`src/hdl/reno_cw_pkg.sv`:
```
// Package for the Reno congestion window sender: payload structs, request,
// phase and timer codes, window constants and the saturating window add.
// No dependencies.
`timescale 1ns / 1ps

package reno_cw_pkg;

	localparam int MAX_WINDOW = 1024;
	localparam int SEQ_WIDTH  = 16;
	localparam int WIDE_WIDTH = SEQ_WIDTH + 1;
	localparam int WIN_WIDTH  = 11;

	localparam logic [WIN_WIDTH-1:0] WIN_MAX   = WIN_WIDTH'(MAX_WINDOW);
	localparam logic [WIN_WIDTH-1:0] AVOID_MAX = '1;
	localparam logic [WIN_WIDTH-1:0] THRESH_RESET = WIN_WIDTH'(64);
	localparam logic [1:0] DUP_LIMIT = 2'd3;

	// request codes
	localparam logic [1:0] REQ_SEND    = 2'd0;
	localparam logic [1:0] REQ_ACK     = 2'd1;
	localparam logic [1:0] REQ_TIMEOUT = 2'd2;

	// timer commands
	localparam logic [1:0] TMR_LEAVE   = 2'd0;
	localparam logic [1:0] TMR_RESTART = 2'd1;
	localparam logic [1:0] TMR_STOP    = 2'd2;

	typedef enum logic [1:0] {
		PH_SLOW  = 2'd0,
		PH_AVOID = 2'd1,
		PH_RECOV = 2'd2
	} phase_t;

	typedef struct packed {
		logic [1:0]           req_type;
		logic [SEQ_WIDTH-1:0] ack_number;
		logic                 ack_flag;
		logic [SEQ_WIDTH-1:0] peer_sequence;
		logic                 chunk_available;
		logic                 chunk_is_final;
	} evt_t;

	typedef struct packed {
		logic                 send_valid;
		logic [SEQ_WIDTH-1:0] send_number;
		logic                 send_is_new;
		logic                 send_fin;
		logic [SEQ_WIDTH-1:0] piggyback_ack;
		logic [1:0]           timer_cmd;
		logic [WIN_WIDTH-1:0] window_now;
		logic [WIN_WIDTH-1:0] threshold_now;
		logic [1:0]           phase_now;
		logic                 transfer_done;
	} res_t;

	// window add that stops at the maximum window
	function automatic logic [WIN_WIDTH-1:0] win_grow(input logic [WIN_WIDTH-1:0] w,
		input logic [1:0] by);
		logic [WIN_WIDTH:0] sum;
		sum = {1'b0, w} + {{(WIN_WIDTH-1){1'b0}}, by};
		return (sum > {1'b0, WIN_MAX}) ? WIN_MAX : sum[WIN_WIDTH-1:0];
	endfunction

endpackage

```
`src/hdl/reno_congestion_window_sender.sv`:
```
// Go-back-N sender window with Reno congestion control, one event per item.
// Depends on reno_cw_pkg.
`timescale 1ns / 1ps

// Channel   Signals                         Width          Direction
// evt       evt_valid / evt_ready / evt     evt_t          in
// res       res_valid / res_ready / res     res_t          out
// cfg       cfg_we / cfg_wdata              11             in
//
// Each item passes from acceptance through the input register, then through
// the update logic into the result register.
// One item per cycle is sustained while results are taken; state updates as an item leaves stage 1, unless cfg_we wins.
// A stalled result holds stage 2; stage 1 still takes one more item if it is empty.
// Reset (arst_n low) returns all window state to its initial values; window resets to 1, threshold to 64.
module reno_congestion_window_sender (
	input  logic              clk,
	input  logic              arst_n,
	input  logic              evt_valid,
	output logic              evt_ready,
	input  reno_cw_pkg::evt_t evt,
	output logic              res_valid,
	input  logic              res_ready,
	output reno_cw_pkg::res_t res,
	input  logic              cfg_we,
	input  logic [reno_cw_pkg::WIN_WIDTH-1:0] cfg_wdata
);
	import reno_cw_pkg::*;

	// pipeline registers
	logic valid_s1, valid_s2;
	evt_t evt_s1;
	res_t res_s2;
	logic adv;

	// window state
	phase_t                phase_q, phase_nxt;
	logic [WIN_WIDTH-1:0]  cwnd_q, cwnd_nxt;
	logic [WIN_WIDTH-1:0]  ssthresh_q, ssthresh_nxt;
	logic [1:0]            dup_q, dup_nxt;
	logic [WIN_WIDTH-1:0]  avoid_q, avoid_nxt;
	logic [WIDE_WIDTH-1:0] last_acked_q, last_acked_nxt;
	logic [SEQ_WIDTH-1:0]  next_num_q, next_num_nxt;
	logic [WIDE_WIDTH-1:0] base_q, base_nxt;
	logic [WIDE_WIDTH-1:0] taken_q, taken_nxt;
	logic                  ended_q, ended_nxt;
	logic [SEQ_WIDTH-1:0]  peer_q, peer_nxt;

	// step logic
	logic [WIDE_WIDTH:0]   win_end;
	logic [WIDE_WIDTH-1:0] next_wide;
	logic [WIDE_WIDTH-1:0] last_taken;
	logic [WIDE_WIDTH-1:0] ack_wide;
	logic                  in_window, have_old, can_new;
	logic [WIN_WIDTH-1:0]  half_cwnd;
	res_t                  res_nxt;

	assign adv       = valid_s1 && (!valid_s2 || res_ready);
	assign evt_ready = !valid_s1 || adv;
	assign res_valid = valid_s2;
	assign res       = res_s2;

	// shared terms on current state
	assign next_wide  = {1'b0, next_num_q};
	assign win_end    = {1'b0, base_q} + {{(WIDE_WIDTH+1-WIN_WIDTH){1'b0}}, cwnd_q};
	assign last_taken = taken_q - 1'b1;
	assign ack_wide   = {1'b0, evt_s1.ack_number};
	assign in_window  = {1'b0, next_wide} < win_end;
	assign have_old   = next_wide < taken_q;
	assign can_new    = !have_old && !ended_q && evt_s1.chunk_available;
	assign half_cwnd  = cwnd_q >> 1;

	// state update and result for the item in stage 1
	always_comb begin
		phase_nxt      = phase_q;
		cwnd_nxt       = cwnd_q;
		ssthresh_nxt   = ssthresh_q;
		dup_nxt        = dup_q;
		avoid_nxt      = avoid_q;
		last_acked_nxt = last_acked_q;
		next_num_nxt   = next_num_q;
		base_nxt       = base_q;
		taken_nxt      = taken_q;
		ended_nxt      = ended_q;
		peer_nxt       = peer_q;
		res_nxt        = '0;

		case (evt_s1.req_type)
			REQ_SEND: begin
				if (in_window && (have_old || can_new)) begin
					res_nxt.send_valid  = 1'b1;
					res_nxt.send_number = next_num_q;
					if (can_new) begin
						res_nxt.send_is_new   = 1'b1;
						res_nxt.piggyback_ack = peer_q;
						res_nxt.send_fin      = evt_s1.chunk_is_final;
						ended_nxt             = ended_q | evt_s1.chunk_is_final;
						taken_nxt             = taken_q + 1'b1;
					end else begin
						res_nxt.send_fin = ended_q && (next_wide == last_taken);
					end
					if (next_wide == base_q) begin
						res_nxt.timer_cmd = TMR_RESTART;
					end
					next_num_nxt = next_num_q + 1'b1;
				end
			end
			REQ_ACK: begin
				if (evt_s1.ack_flag) begin
					base_nxt = ack_wide + 1'b1;
					peer_nxt = evt_s1.peer_sequence;
					res_nxt.timer_cmd = (next_wide == base_nxt) ? TMR_STOP : TMR_RESTART;
					if (last_acked_q == ack_wide) begin
						// duplicate ack
						if (phase_q == PH_RECOV) begin
							cwnd_nxt = win_grow(cwnd_q, 2'd1);
						end else begin
							if (dup_q < DUP_LIMIT) begin
								dup_nxt = dup_q + 1'b1;
							end
							if (dup_nxt >= DUP_LIMIT) begin
								ssthresh_nxt = half_cwnd;
								cwnd_nxt     = win_grow(half_cwnd, 2'd3);
								next_num_nxt = base_nxt[SEQ_WIDTH-1:0];
								phase_nxt    = PH_RECOV;
							end
						end
					end else begin
						// new ack
						last_acked_nxt = ack_wide;
						dup_nxt        = '0;
						if (phase_q == PH_SLOW) begin
							cwnd_nxt = win_grow(cwnd_q, 2'd1);
						end else if (phase_q == PH_AVOID) begin
							if (avoid_q < AVOID_MAX) begin
								avoid_nxt = avoid_q + 1'b1;
							end
							if (avoid_nxt >= cwnd_q) begin
								cwnd_nxt  = win_grow(cwnd_q, 2'd1);
								avoid_nxt = '0;
							end
						end else begin
							cwnd_nxt  = ssthresh_q;
							phase_nxt = PH_AVOID;
						end
					end
					if (phase_nxt == PH_SLOW && cwnd_nxt >= ssthresh_nxt) begin
						phase_nxt = PH_AVOID;
					end
				end
			end
			REQ_TIMEOUT: begin
				ssthresh_nxt = half_cwnd;
				cwnd_nxt     = WIN_WIDTH'(1);
				dup_nxt      = '0;
				next_num_nxt = base_q[SEQ_WIDTH-1:0];
				phase_nxt    = PH_SLOW;
			end
			default: begin
			end
		endcase

		res_nxt.window_now    = cwnd_nxt;
		res_nxt.threshold_now = ssthresh_nxt;
		res_nxt.phase_now     = phase_nxt;
		res_nxt.transfer_done = ended_nxt && (last_acked_nxt == (taken_nxt - 1'b1));
	end

	// pipeline control
	always_ff @(posedge clk or negedge arst_n) begin
		if (!arst_n) begin
			valid_s1 <= 1'b0;
			valid_s2 <= 1'b0;
		end else begin
			if (evt_ready) begin
				valid_s1 <= evt_valid;
			end
			if (adv) begin
				valid_s2 <= 1'b1;
			end else if (res_ready) begin
				valid_s2 <= 1'b0;
			end
		end
	end

	// payload registers
	always_ff @(posedge clk) begin
		if (evt_ready && evt_valid) begin
			evt_s1 <= evt;
		end
		if (adv) begin
			res_s2 <= res_nxt;
		end
	end

	// window state registers
	always_ff @(posedge clk or negedge arst_n) begin
		if (!arst_n) begin
			phase_q      <= PH_SLOW;
			cwnd_q       <= WIN_WIDTH'(1);
			ssthresh_q   <= THRESH_RESET;
			dup_q        <= '0;
			avoid_q      <= '0;
			last_acked_q <= '1;
			next_num_q   <= '0;
			base_q       <= '0;
			taken_q      <= '0;
			ended_q      <= 1'b0;
			peer_q       <= '0;
		end else if (cfg_we) begin
			ssthresh_q <= cfg_wdata;
		end else if (adv) begin
			phase_q      <= phase_nxt;
			cwnd_q       <= cwnd_nxt;
			ssthresh_q   <= ssthresh_nxt;
			dup_q        <= dup_nxt;
			avoid_q      <= avoid_nxt;
			last_acked_q <= last_acked_nxt;
			next_num_q   <= next_num_nxt;
			base_q       <= base_nxt;
			taken_q      <= taken_nxt;
			ended_q      <= ended_nxt;
			peer_q       <= peer_nxt;
		end
	end

endmodule

```
`config.mk`:
```
export PLATFORM = sky130hd
export DESIGN_NAME = reno_congestion_window_sender
export DESIGN_NICKNAME = d
export VERILOG_FILES = /design/src/hdl/reno_cw_pkg.sv /design/src/hdl/reno_congestion_window_sender.sv
export SDC_FILE = /design/constraint.sdc
export NUM_CORES = 1
export LEC_CHECK = 0
export CAP_MARGIN = 20
export CORE_AREA = 5 5 188 190
export DETAILED_ROUTE_END_ITERATION = 6
export DIE_AREA = 0 0 193 195
export DONT_BUFFER_PORTS = 1
export GPL_TIMING_DRIVEN = 0
export PLACE_DENSITY = 0.62
export REMOVE_ABC_BUFFERS = 1
export SLEW_MARGIN = 40
export SYNTH_ARGS = -nofsm -noshare
export SYNTH_HDL_FRONTEND = slang
export SYNTH_SLANG_ARGS = --single-unit
export TNS_END_PERCENT = 20
```
`constraint.sdc`:
```
create_clock -name clk -period 7.3 [get_ports clk]
set_clock_uncertainty 0.15 [all_clocks]
set_input_delay 0.365 -clock clk [delete_from_list [all_inputs] [get_ports clk]]
set_output_delay 0.365 -clock clk [all_outputs]
set_load 0.03 [all_outputs]
```
# Word-level counts from Yosys, hierarchy flattened
# Cells that the tools add are included.
# totals
reg_bits,222
in_bits,53
wordCells,168
out_inout_bits,64
# classes
n_lt_le_gt_ge,9
bitwise_logic,4
addsub,10
n_reduce_logical,29
mux,72
n_eq_ne,15
# op_table
cell,n
11-bit 2-to-1 mux,26
17-bit 2-to-1 mux,6
16-bit 2-to-1 mux,6
16-bit by 17-bit == test with 1-bit output,3
16-bit case mux with 3 select lines,1
11-bit case mux with 2 select lines,2
2-bit 2-to-1 mux,19
37-bit 2-to-1 mux,1
"17-bit by 1-bit subtractor with 17-bit output, second input constant",2
11-bit >= comparator,2
17-bit by 11-bit adder with 18-bit output,1
16-bit by 18-bit < comparator with 1-bit output,1
"16-bit by 1-bit adder with 17-bit output, second input constant",1
"17-bit by 1-bit adder with 17-bit output, second input constant",1
17-bit by 16-bit == test with 1-bit output,1
17-bit == test,1
16-bit by 17-bit < comparator with 1-bit output,1
"16-bit by 1-bit adder with 16-bit output, second input constant",1
"11-bit by 1-bit adder with 12-bit output, second input constant",1
"12-bit by 11-bit > comparator with 1-bit output, second input constant",1
2-bit case mux with 2 select lines,3
"10-bit by 2-bit adder with 11-bit output, second input constant",1
"11-bit by 1-bit adder with 11-bit output, second input constant",1
"11-bit > comparator, second input constant",1
23 further kinds,55

# Longest topological paths before layout
# Gate-level depths: netlist of run 1.
# depth
ltp_word,19
ltp_mapped,32
mapped_depth_nobuf,31

# Worst setup path before layout of run 1
# Ideal clock, no wire load.
# synth_timing
path_kind,register -> register
start,reg cwnd_q[1]
end,"reg res_s2 (netlist bit res[0]), data pin"
t_arrival_ns,5.829
synth_period_minus_slack_ns,6.138
setup_slack_ns,1.162
required_ns,6.992
stages_incl_launch_ff,29
setup_time_ns,0.158
path_buffers,4
path_cell_list,dfrtp_1 -> clkbuf_1 -> inv_1 -> fa_1 -> nand2b_1 -> a21oi_1 -> nor2b_1 -> o21ai_0 -> a31o_2 -> nand3_1 -> xor2_1 -> ha_1 -> nand4_1 -> o211ai_1 -> a31oi_1 -> nand3_1 -> a31oi_4 -> buf_6 -> buf_4 -> clkbuf_1 -> xnor2_1 -> ha_1 -> nand2_1 -> o21ai_2 -> nor3b_1 -> and4_1 -> o21ai_0 -> a2111o_1 -> a211oi_2
# synth_lines
element,line,text
"start, declared",reno_congestion_window_sender.sv:37,"logic [WIN_WIDTH-1:0] cwnd_q, cwnd_nxt;"
"start signal, assigned",reno_congestion_window_sender.sv:213,cwnd_q <= cwnd_nxt;
"end signal, assigned",reno_congestion_window_sender.sv:191,res_s2 <= res_nxt;
"end, declared",reno_congestion_window_sender.sv:32,res_t res_s2;

==> results of run 1 <==
==> layer usage <==
layer  vias to the layer above  routed length [um]  track usage, %
li1                       5803                   -               -
met1                      5997               18220           29.01
met2                       432               20930           37.71
met3                        82                2119           3.036
met4                         2                1397           6.661
met5                         -                  13               0
==> registers in the layout (all words and copies together) (netlist names), 16 cells and up <==
register,flops
peer_q,16
last_acked_q,17
ack_wide,16
next_num_q,16
res,62
evt_s1,21
taken_q,17
base_q,17
==> kinds of logic after synthesis <==
| logic type | after synthesis | share of synthesized area [%] |
|---|---|---|
| and+or+nand+nor | 582 | 18.80 |
| AOI/OAI and AO/OA | 366 | 16.10 |
| muxes | 56 | 3.933 |
| xor gates and xnor gates | 162 | 9.530 |
| buffers and inverters | 164 | 4.227 |
| DFF | 222 | 40.80 |
| adders and majority gates | 78 | 6.606 |
==> how the worst max path moves through the flow <==
stage                                     start               end  cells after the start
after detailed placement  cwnd_q[1]$_DFFE_PN0P_  res[0]$_DFFE_PP_                     25
after global routing      cwnd_q[0]$_DFFE_PN1P_  res[0]$_DFFE_PP_                     26
final                     cwnd_q[0]$_DFFE_PN1P_  res[0]$_DFFE_PP_                     26
after floorplan           cwnd_q[0]$_DFFE_PN1P_  res[0]$_DFFE_PP_                     25
after CTS                 cwnd_q[1]$_DFFE_PN0P_  res[0]$_DFFE_PP_                     25
after global placement    cwnd_q[1]$_DFFE_PN0P_  res[0]$_DFFE_PP_                     24
==> per-stage QoR <==
stage | power, W | cell area [um^2] | TNS [ns]
after floorplan | 0.002606 | 14480 | 0
after global placement | 0.002907 | 15040 | -0.1560
after detailed placement | 0.002967 | 15270 | 0
after CTS | 0.004430 | 16740 | 0
after global routing | 0.004651 | 16770 | 0
final | 0.004407 | 16770 | 0
==> final cells by class <==
| class | count | area, um^2 | area share (%) |
|---|---|---|---|
| Clock buffer | 32 | 714.4 | 4.260 |
| Clock inverter | 17 | 206.4 | 1.231 |
| Inverter | 58 | 222.7 | 1.328 |
| Multi-Input combinational cell | 1244 | 8268 | 49.30 |
| Sequential cell | 222 | 6076 | 36.23 |
| Tap cell | 448 | 560.5 | 3.342 |
| Timing Repair Buffer | 64 | 723.2 | 4.312 |
==> synthesized netlist by cell type (42+ instances only) <==
library cell,count,area (um^2)
nand2_1,219,822.0
o21ai_0,114,570.6
xnor2_1,111,972.2
dfrtp_1,104,2603
edfxtp_1,99,2973
clkbuf_1,96,360.4
nor2_1,91,341.6
ha_1,77,963.4
a21oi_1,73,365.4
nand3_1,69,345.3
inv_1,53,198.9
xor2_1,51,446.7
and2_1,42,262.8
==> what timing repair did <==
action / in CTS / in global routing
resized for setup: 0 / 3
hold buffers: 53 / 1
setup endpoints to repair: 1 / 1
setup buffers: 1 / 0
endpoints found under the hold margin: 175 / 3
pin swaps: 1 / 0
==> power by group through the flow <==
stage | combinational, W | clock, W | sequential, W
after CTS | 0.00115 | 0.00143 | 0.00185
final | 0.00115 | 0.00140 | 0.00185
after global placement | 0.00104 | 0 | 0.00187
after global routing | 0.00129 | 0.00148 | 0.00188
after floorplan | 0.000841 | 0 | 0.00176
after detailed placement | 0.00109 | 0 | 0.00187
==> metrics.md, run 1 <==
| Metric | Value |
|---|---|
| Status | finished, violations left |
| Failing checks | design-rule violations |
| Sequential power share | 42.1% |
| Count of nets after finishing | 1748 |
| CTS tree | done |
| Num CTS Buffers | 27 |
| Non-Filler Instances | 2085 |
| Placeable Area | 0.03328 mm^2 |
| Worst slew margin | 42.98% |
| Leakage | 6.508 nW |
| Initial antenna violation count | 2 |
| Post-synthesis sequential area ratio | 40.80% |
| Worst slack, placed | 0.08476 ns |
| Commonest non-fill, non-tap cell in the layout | nand2_1 |
| Required time of the critical path | 7.52 ns |
| Async set-reset flop share out of synthesis | 55.41% |
| Internal | 0.002873 W |
| Setup repair after global routing missed its margin | false |
| Final wirelength | 42.67 mm |
| Sink Count | 222 |
| Inst Count DP | 1981 |
| Reg-to-reg startpoint | cwnd_q[0]$_DFFE_PN1P_ |
| Kind of cell adding the most delay to the critical path | compound AO/OA/AOI/OAI gates |
| WS Path Type | register to register |
| Switching share of power | 34.80% |
| Fillers | 3099 |
| Gpl congestion | 0.9110 |
| Buf+Inv Stages, Crit Path | 2 |
| # H-tree levels | 1 |
| Synthesis-stage register bit count | 222 |
| Post-synth EDFFs | 99 |
| Min-Delay Endpoint | valid_s1$_DFFE_PN0N_ |
| Reg2Reg Setup Slack | 0.49 ns |
| Initial drt markers | 1145 |
| Post-Synthesis Cells | 1630 |
| Area grow syn2layout | 12.65% |
| CP endpoint kind | register |
| Combinational share of power | 26.1% |
| Maximum VDD drop | 213.8 uV |
| Worst R2R End | res[0]$_DFFE_PP_ |
| Root Buffer | clkbuf_16 |
| Site Rows | 67 |
| Yosys cell types | 87 |
| Avg WL per Cell | 20.47 um |
| # setup viols final | 0 |
| R2r worst-path depth | 26 |
| Ratio of cells with drive above 1 in the final layout | 7.697% |
| CP startpoint kind | register |
| Synth warn | 0 |
| Most frequent cell on the critical path | ha_1 |
| Total GRT Usage | 22.04% |
| GRT overflow | 0 |
| Max-Cap Viols | 0 |
| Die Ht | 195 um |
| Fin crit share | 93.29% |
| Crit-path slowest cell | dfstp_2 |
| Final core utilization | 50.39% |
| Vias per cell | 5.907 |
| Die width | 193 um |
| First-pass DRT Iterations | 7 |
| Crit-path max FO | 16 |
| Mapped Avg Cell Area | 9.134 um^2 |
| IO Pins | 117 |
| Die area | 0.03764 mm^2 |
| Pins Over Slew Limit | 0 |
| Min-Delay Path Class | input pin to register |
| Placed wire-length estimate | 30.72 mm |
| Dominant synthesized flop cell | dfrtp_1 |
| CP peak stage delay | 0.67 ns |
| CTS Buffer Depth | 3 |
| Vias in the first global route | 12030 |
| Clk_lat worst skew | 0.56 ns |
| PnR worst setup slack | 0.4899 ns |
| Synth Cell Area | 0.01489 mm^2 |
| # DRC | 18 |
| Crit path DAT | 7.03 ns |
| Antenna Nets Post-Route | 0 |
| Hold path depth | 2 |
| Clock transition at path regs | 0.06 ns |
| Min Hold Slack | 0.1289 ns |
| Initial Util | 44.73% |
| Pwr/cell area | 262.7 mW/mm^2 |
| Clock Power Share | 31.8% |
| Antenna diodes | 0 |
| Most frequent cells in the layout | nand2_1, o21ai_0, xnor2_1 |
| Largest net degree at the start of global routing | 124 |
| Sw power | 0.001533 W |
| First-pass GRT wire length | 66.76 mm |
| Hold_sp | res_ready |
| Worst Tran Pin Value | 0.8521 ns |
| Max Fclk | 0.1468 GHz |
| Final Critical Period | 6.810 ns |
| Final hold vios | 0 |
| I/O Buffers | 0 |
| Vias | 12320 |
Note: power is estimated with default switching activity, not from simulation.
==> run 2, diff against run 1 <==
--- a/config.mk
+++ b/config.mk
@@ -6,9 +6,9 @@
 export NUM_CORES = 1
 export LEC_CHECK = 0
 export CAP_MARGIN = 20
-export CORE_AREA = 5 5 188 190
+export CORE_AREA = 5 5 264 137
 export DETAILED_ROUTE_END_ITERATION = 6
-export DIE_AREA = 0 0 193 195
+export DIE_AREA = 0 0 269 142
 export DONT_BUFFER_PORTS = 1
 export GPL_TIMING_DRIVEN = 0
 export PLACE_DENSITY = 0.62
==> run 2 against run 1 <==
Effect of this change:
- the run now ends clean
- combinational power is essentially flat
- register-to-register slack worse by 0.18 ns
- worst setup slack worse by 0.18 ns
- count of clock-buffer cells in the layout decreased by 2
- cell area is 0.48% lower
- first-iteration DRC count grew 41%
- cell count decreased by 0.24%
- sequential share of layout area up 0.18 points
- die area grew 1.5%
- flip-flop and latch count unchanged
- largest power group unchanged
- highest routed layer is now met4
==> metrics.md, run 2 (synthesis gave the netlist of run 1 again) <==
| Metric | Value |
|---|---|
| Status | complete, no violations |
| # H-tree levels | 1 (unchanged) |
| Fillers | 3086 (-0.42%) |
| Site Rows | 48 (-28%) |
| CTS Buffer Depth | 3 (unchanged) |
| Area grow syn2layout | 12.10% |
| Min-Delay Endpoint | taken_q[8]$_DFFE_PN0P_ |
| Final hold vios | 0 (unchanged) |
| Worst R2R End | res[1]$_DFFE_PP_ |
| Die area | 0.03820 mm^2 (+1.5%) |
| Hold_sp | cfg_we |
| Vias in the first global route | 11600 (-3.6%) |
| Crit path DAT | 7.13 ns (+0.10 ns) |
| Maximum VDD drop | 166.0 uV (-22%) |
| Leakage | 6.461 nW (-0.71%) |
| Die width | 269 um (+39%) |
| Ratio of cells with drive above 1 in the final layout | 7.546% (-0.15 points) |
| Final Critical Period | 6.987 ns (+0.1774 ns) |
| CP endpoint kind | register |
| Crit-path max FO | 11 (-5) |
| Num CTS Buffers | 24 (-11%) |
| Worst slack, placed | 0.2134 ns (+0.1286 ns) |
| Initial Util | 44.11% (-0.63 points) |
| WS Path Type | register to register |
| CP startpoint kind | register |
| PnR worst setup slack | 0.3126 ns (-0.1774 ns) |
| Initial antenna violation count | 1 (-1) |
| Count of nets after finishing | 1743 (-0.29%) |
| Placeable Area | 0.03375 mm^2 (+1.4%) |
| Setup repair after global routing missed its margin | false |
| Clk_lat worst skew | 0.56 ns (about the same) |
| First-pass GRT wire length | 73.13 mm (+9.5%) |
| Final wirelength | 48.76 mm (+14%) |
| Pwr/cell area | 264.3 mW/mm^2 (+0.59%) |
| Gpl congestion | 0.9589 (+5.3%) |
| Antenna diodes | 0 (unchanged) |
| CP peak stage delay | 0.60 ns (-0.07 ns) |
| Min-Delay Path Class | input pin to register |
| Most frequent cell on the critical path | a21o_1 |
| Required time of the critical path | 7.45 ns (-0.07 ns) |
| Initial drt markers | 1609 (+41%) |
| Antenna Nets Post-Route | 0 (unchanged) |
| Hold path depth | 2 (unchanged) |
| Max reg flops | 62 (unchanged) |
| Most frequent cells in the layout | nand2_1, xnor2_1, o21ai_0 |
| Fin crit share | 95.72% (+2.4 points) |
| Largest net degree at the start of global routing | 124 (unchanged) |
| Max Fclk | 0.1431 GHz (-2.5%) |
| CTS tree | done |
| Reg-to-reg startpoint | avoid_q[2]$_DFFE_PN0P_ |
| Vias | 12580 (+2.1%) |
| Max-Cap Viols | 0 (unchanged) |
| Vias per cell | 6.047 (+2.4%) |
| Pins Over Slew Limit | 0 (unchanged) |
| Avg WL per Cell | 23.44 um (+15%) |
| Commonest non-fill, non-tap cell in the layout | nand2_1 |
| Root Buffer | clkbuf_16 |
| Clock transition at path regs | 0.07 ns (about the same) |
| Placed wire-length estimate | 36.29 mm (+18%) |
| # DRC | 0 (-18) |
| GRT overflow | 0 (unchanged) |
| Sink Count | 222 (unchanged) |
| # setup viols final | 0 (unchanged) |
| Crit-path slowest cell | a21oi_2 |
| TNS Setup | 0 ns (unchanged) |
| Worst Tran Pin Value | 0.9090 ns (+0.05684 ns) |
| Worst slew margin | 38.76% (-4.2 points) |
| Total GRT Usage | 24.93% (+2.9 points) |
| First-pass DRT Iterations | 6 (-1) |
| Reg2Reg Setup Slack | 0.31 ns (-0.18 ns) |
| IO Pins | 117 (unchanged) |
| Die Ht | 142 um (-27%) |
| I/O Buffers | 0 (unchanged) |
| R2r worst-path depth | 30 (+15%) |
run 2: per-layer routing:
metal | wire (um) | global-route usage, % | vias up
met3 | 7356 | 11.38 | 47
met2 | 16830 | 28.78 | 723
li1 | - | - | 5803
met5 | 0 | 0 | -
met1 | 23950 | 41.29 | 6005
met4 | 620 | 3.724 | 0
run 2: repair_timing:
action                                 4_1_cts  5_1_grt
resized for setup                            0        3
hold buffers                                53        0
setup endpoints to repair                    0        1
endpoints found under the hold margin      173        0
buffers inserted                             0        2
run 2: how the worst max path moves through the flow:
stage	from	end	slack, ns	cells after the start
finish	avoid_q[2]$_DFFE_PN0P_	res[1]$_DFFE_PP_	0.31	30
floorplan	cwnd_q[0]$_DFFE_PN1P_	res[0]$_DFFE_PP_	1.26	25
global route	avoid_q[2]$_DFFE_PN0P_	res[1]$_DFFE_PP_	0.03	29
detailed placement	cwnd_q[1]$_DFFE_PN0P_	res[0]$_DFFE_PP_	0.21	24
CTS	cwnd_q[1]$_DFFE_PN0P_	res[0]$_DFFE_PP_	0.16	24
global placement	cwnd_q[1]$_DFFE_PN0P_	next_num_q[9]$_DFFE_PN0P_	-0.58	20
run 2: worst max-delay path: cells and delay by family (launching register included):
kind	cells	cell delay, ns
fa+ha+maj	2	0.62
buf+inv	1	0.10
compound gates	17	3.89
flops	1	0.44
simple gates	10	1.53
run 2: metrics by stage:
stage,total power (W),instances,utilization (%),area (um^2),hold WS [ns]
CTS,0.004391,2078,49.27,16630,0.01317
global route,0.004631,2080,49.45,16690,0.06623
floorplan,0.002606,1524,-,14480,-0.08059
detailed placement,0.003009,1981,45.13,15230,-0.07336
finish,0.004411,2080,49.45,16690,0.03807
global placement,0.002955,1974,44.56,15040,-0.07388
run 2: report_power, final:
part / internal, W / leakage (nW) / switching, W
sequential: 0.00151 / 2.52 / 0.000390
combinational: 0.000517 / 3.53 / 0.000664
clock: 0.000776 / 0.413 / 0.000552
total: 0.00280 / 6.46 / 0.00161
run 2: area by class of cell:
class	instances	area [um^2]	share of cell area [%]
clock buffer	30	643.1	3.853
sequential	222	6076	36.40
inverter	58	222.7	1.334
multi-input combinational	1244	8284	49.64
tap	450	563.0	3.374
timing repair buffer	62	693.2	4.153
clock inverter	14	207.7	1.244
==> run 3, diff against run 2 <==
==> constraint.sdc (replaced) <==
create_clock -name clk -period 8.3 [get_ports clk]
set_clock_uncertainty 0.15 [all_clocks]
set_input_delay 0.415 -clock clk [delete_from_list [all_inputs] [get_ports clk]]
set_output_delay 0.415 -clock clk [all_outputs]
set_load 0.03 [all_outputs]
==> run 3 against run 2 <==
Effect of this change:
- first-iteration DRC count up 1.6%
- routed wire length about the same
- count of clock-buffer cells in the layout is the same
- the flow now finishes with violations (design-rule violations)
- highest routed layer unchanged
- register-to-register slack gained 0.77 ns
- sequential power down 12%
- critical path type unchanged
- hold slack better by 0.048 ns
- flip-flop and latch count did not move
- cell count about the same
- power shrank 12%
- clock power decreased by 12%
- die area stayed put
- combinational power decreased by 12%
==> metrics.md, run 3 (synthesis gave the netlist of run 1 again) <==
| Metric | Value |
|---|---|
| Status | finished, violations left |
| Failing checks | design-rule violations |
| TNS Setup | 0 ns (unchanged) |
| Pwr/cell area | 232.7 mW/mm^2 (-12%) |
| WS Path Type | register to register |
| Worst Tran Pin Value | 0.8641 ns (-0.04492 ns) |
| # setup viols final | 0 (unchanged) |
| Crit path DAT | 7.47 ns (+0.34 ns) |
| Sink Count | 222 (unchanged) |
| CP startpoint kind | register |
| Commonest non-fill, non-tap cell in the layout | nand2_1 |
| # H-tree levels | 1 (unchanged) |
| Combinational share of power | 26.7% (about the same) |
| Initial drt markers | 1634 (+1.6%) |
| Leakage | 6.447 nW (-0.23%) |
| Initial Util | 44.11% (unchanged) |
| Die area | 0.03820 mm^2 (unchanged) |
| Clock transition at path regs | 0.07 ns (about the same) |
| CP endpoint kind | register |
| Vias per cell | 6.086 (+0.64%) |
| Die Ht | 142 um (unchanged) |
| Clock Power Share | 30.1% (about the same) |
| Max reg flops | 62 (unchanged) |
| Total GRT Usage | 24.93% (unchanged) |
| R2r worst-path depth | 24 (-20%) |
| Placed wire-length estimate | 36.29 mm (unchanged) |
| GRT overflow | 0 (unchanged) |
| Reg2Reg Setup Slack | 1.08 ns (+0.77 ns) |
| First-pass GRT wire length | 73.13 mm (unchanged) |
| # DRC | 1 (+1) |
| Final wirelength | 48.73 mm (about the same) |
| Crit-path max FO | 14 (+3) |
| Crit path from | cwnd_q[1]$_DFFE_PN0P_ |
| Num CTS Buffers | 24 (unchanged) |
| Crit path to | res[0]$_DFFE_PP_ |
| Required time of the critical path | 8.55 ns (+1.10 ns) |
| Vias in the first global route | 11600 (unchanged) |
| CTS Buffer Depth | 3 (unchanged) |
| Reg-to-reg startpoint | cwnd_q[1]$_DFFE_PN0P_ |
| Sw power | 0.001413 W (-12%) |
| Switching share of power | 36.45% (about the same) |
| Count of nets after finishing | 1741 (-0.11%) |
| Final instance area | 0.01666 mm^2 (-0.19%) |
| Post-CTS setup buffer count | 0 (unchanged) |
| Antenna Nets Post-Route | 0 (unchanged) |
| Root Buffer | clkbuf_16 |
| Most frequent cells in the layout | nand2_1, o21ai_0, xnor2_1 |
| Ratio of cells with drive above 1 in the final layout | 7.310% (-0.24 points) |
| Setup repair after global routing missed its margin | false |
| Max Fclk | 0.1385 GHz (-3.2%) |
| Pins Over Slew Limit | 0 (unchanged) |
| IO Pins | 117 (unchanged) |
| Final Critical Period | 7.222 ns (+0.2344 ns) |
| Clk_lat worst skew | 0.56 ns (about the same) |
| Die width | 269 um (unchanged) |
| Max-Cap Viols | 0 (unchanged) |
| Min-Delay Path Class | input pin to register |
| Largest net degree at the start of global routing | 124 (unchanged) |
| Sequential power share | 43.1% (about the same) |
| Initial antenna violation count | 1 (unchanged) |
| Maximum VDD drop | 145.9 uV (-12%) |
| Placeable Area | 0.03375 mm^2 (unchanged) |
| Worst R2R End | res[0]$_DFFE_PP_ |
| Area grow syn2layout | 11.89% |
| Worst slew margin | 42.33% (+3.6 points) |
| Post-DP Area | 0.01523 mm^2 (unchanged) |
| Avg WL per Cell | 23.44 um (about the same) |
| I/O Buffers | 0 (unchanged) |
| Fin crit share | 87.01% (-8.7 points) |
| Gpl congestion | 0.9589 (unchanged) |
| Min Hold Slack | 0.08583 ns (+0.04776 ns) |
| Internal | 0.002463 W (-12%) |
| First-pass DRT Iterations | 7 (+1) |
| Site Rows | 48 (unchanged) |
| Final hold vios | 0 (unchanged) |
| CTS tree | done |
| Vias | 12650 (+0.60%) |
## run 3: area by class of cell
type	instances	area, um^2
multi-input combinational	1244	8279
clock inverter	14	207.7
sequential	222	6075
timing repair buffer	60	665.6
inverter	58	222.7
clock buffer	30	643.1
antenna	1	2.502
tap	450	563.0
fill	3091	17090
## run 3: timing repair
item,in CTS,in global routing
hold buffers,53,0
hold endpoints to repair,173,0
resized for setup,0,0
## run 3: worst max-delay path, cell delays in order, from the launching register on
cell and delay [ns]:
dfrtp_1 0.69, inv_1 0.27, fa_1 0.51, nand2b_1 0.20, a21oi_1 0.26, nor2b_1 0.11
o21ai_0 0.35, a31o_2 0.25, nand3_1 0.09, xor2_1 0.17, ha_1 0.33, nand4_1 0.15
o211ai_1 0.12, a31oi_1 0.18, nand3_1 0.28, a31oi_4 0.48, mux2i_1 0.36, ha_1 0.36
nand2_1 0.10, o21ai_2 0.25, nor3b_1 0.41, and4_1 0.24, o21ai_0 0.08, a2111o_1 0.45
a211oi_2 0.20
## run 3: layer usage
layer	wire length [um]	up-vias	share of wire [%]	GRT usage, %
li1	-	5795	-	-
met2	16760	753	34	28.78
met4	740	0	1.5	3.724
met5	0	-	0	0
met1	23640	6046	49	41.29
met3	7589	59	16	11.38
## run 3: through the flow
stage,instances,setup WS [ns],util (%),total power [W]
2_1_floorplan,1524,2.262,-,0.002292
3_3_place_gp,1974,0.4233,44.56,0.002599
3_5_place_dp,1981,1.213,45.13,0.002647
4_1_cts,2078,1.159,49.27,0.003862
5_1_grt,2078,0.4998,49.35,0.004068
6_report,2079,1.078,49.36,0.003876
## run 3: power by group through the flow
| stage | logic [W] | clock network [W] | registers, W |
|---|---|---|---|
| 2_1_floorplan | 0.000740 | 0 | 0.00155 |
| 3_3_place_gp | 0.000925 | 0 | 0.00167 |
| 3_5_place_dp | 0.000970 | 0 | 0.00168 |
| 4_1_cts | 0.00101 | 0.00119 | 0.00165 |
| 5_1_grt | 0.00115 | 0.00124 | 0.00168 |
| 6_report | 0.00104 | 0.00117 | 0.00167 |
## run 3: worst min path at each step
stage / depth (start not counted) / from / slack, ns / to
2_1_floorplan: 0 / arst_n / -0.03 / avoid_q[0]$_DFFE_PN0P_
3_3_place_gp: 0 / arst_n / -0.02 / avoid_q[9]$_DFFE_PN0P_
3_5_place_dp: 0 / arst_n / -0.02 / avoid_q[10]$_DFFE_PN0P_
4_1_cts: 2 / cfg_we / 0.06 / taken_q[8]$_DFFE_PN0P_
5_1_grt: 3 / cfg_we / 0.12 / taken_q[0]$_DFFE_PN0P_
6_report: 3 / cfg_we / 0.09 / taken_q[0]$_DFFE_PN0P_
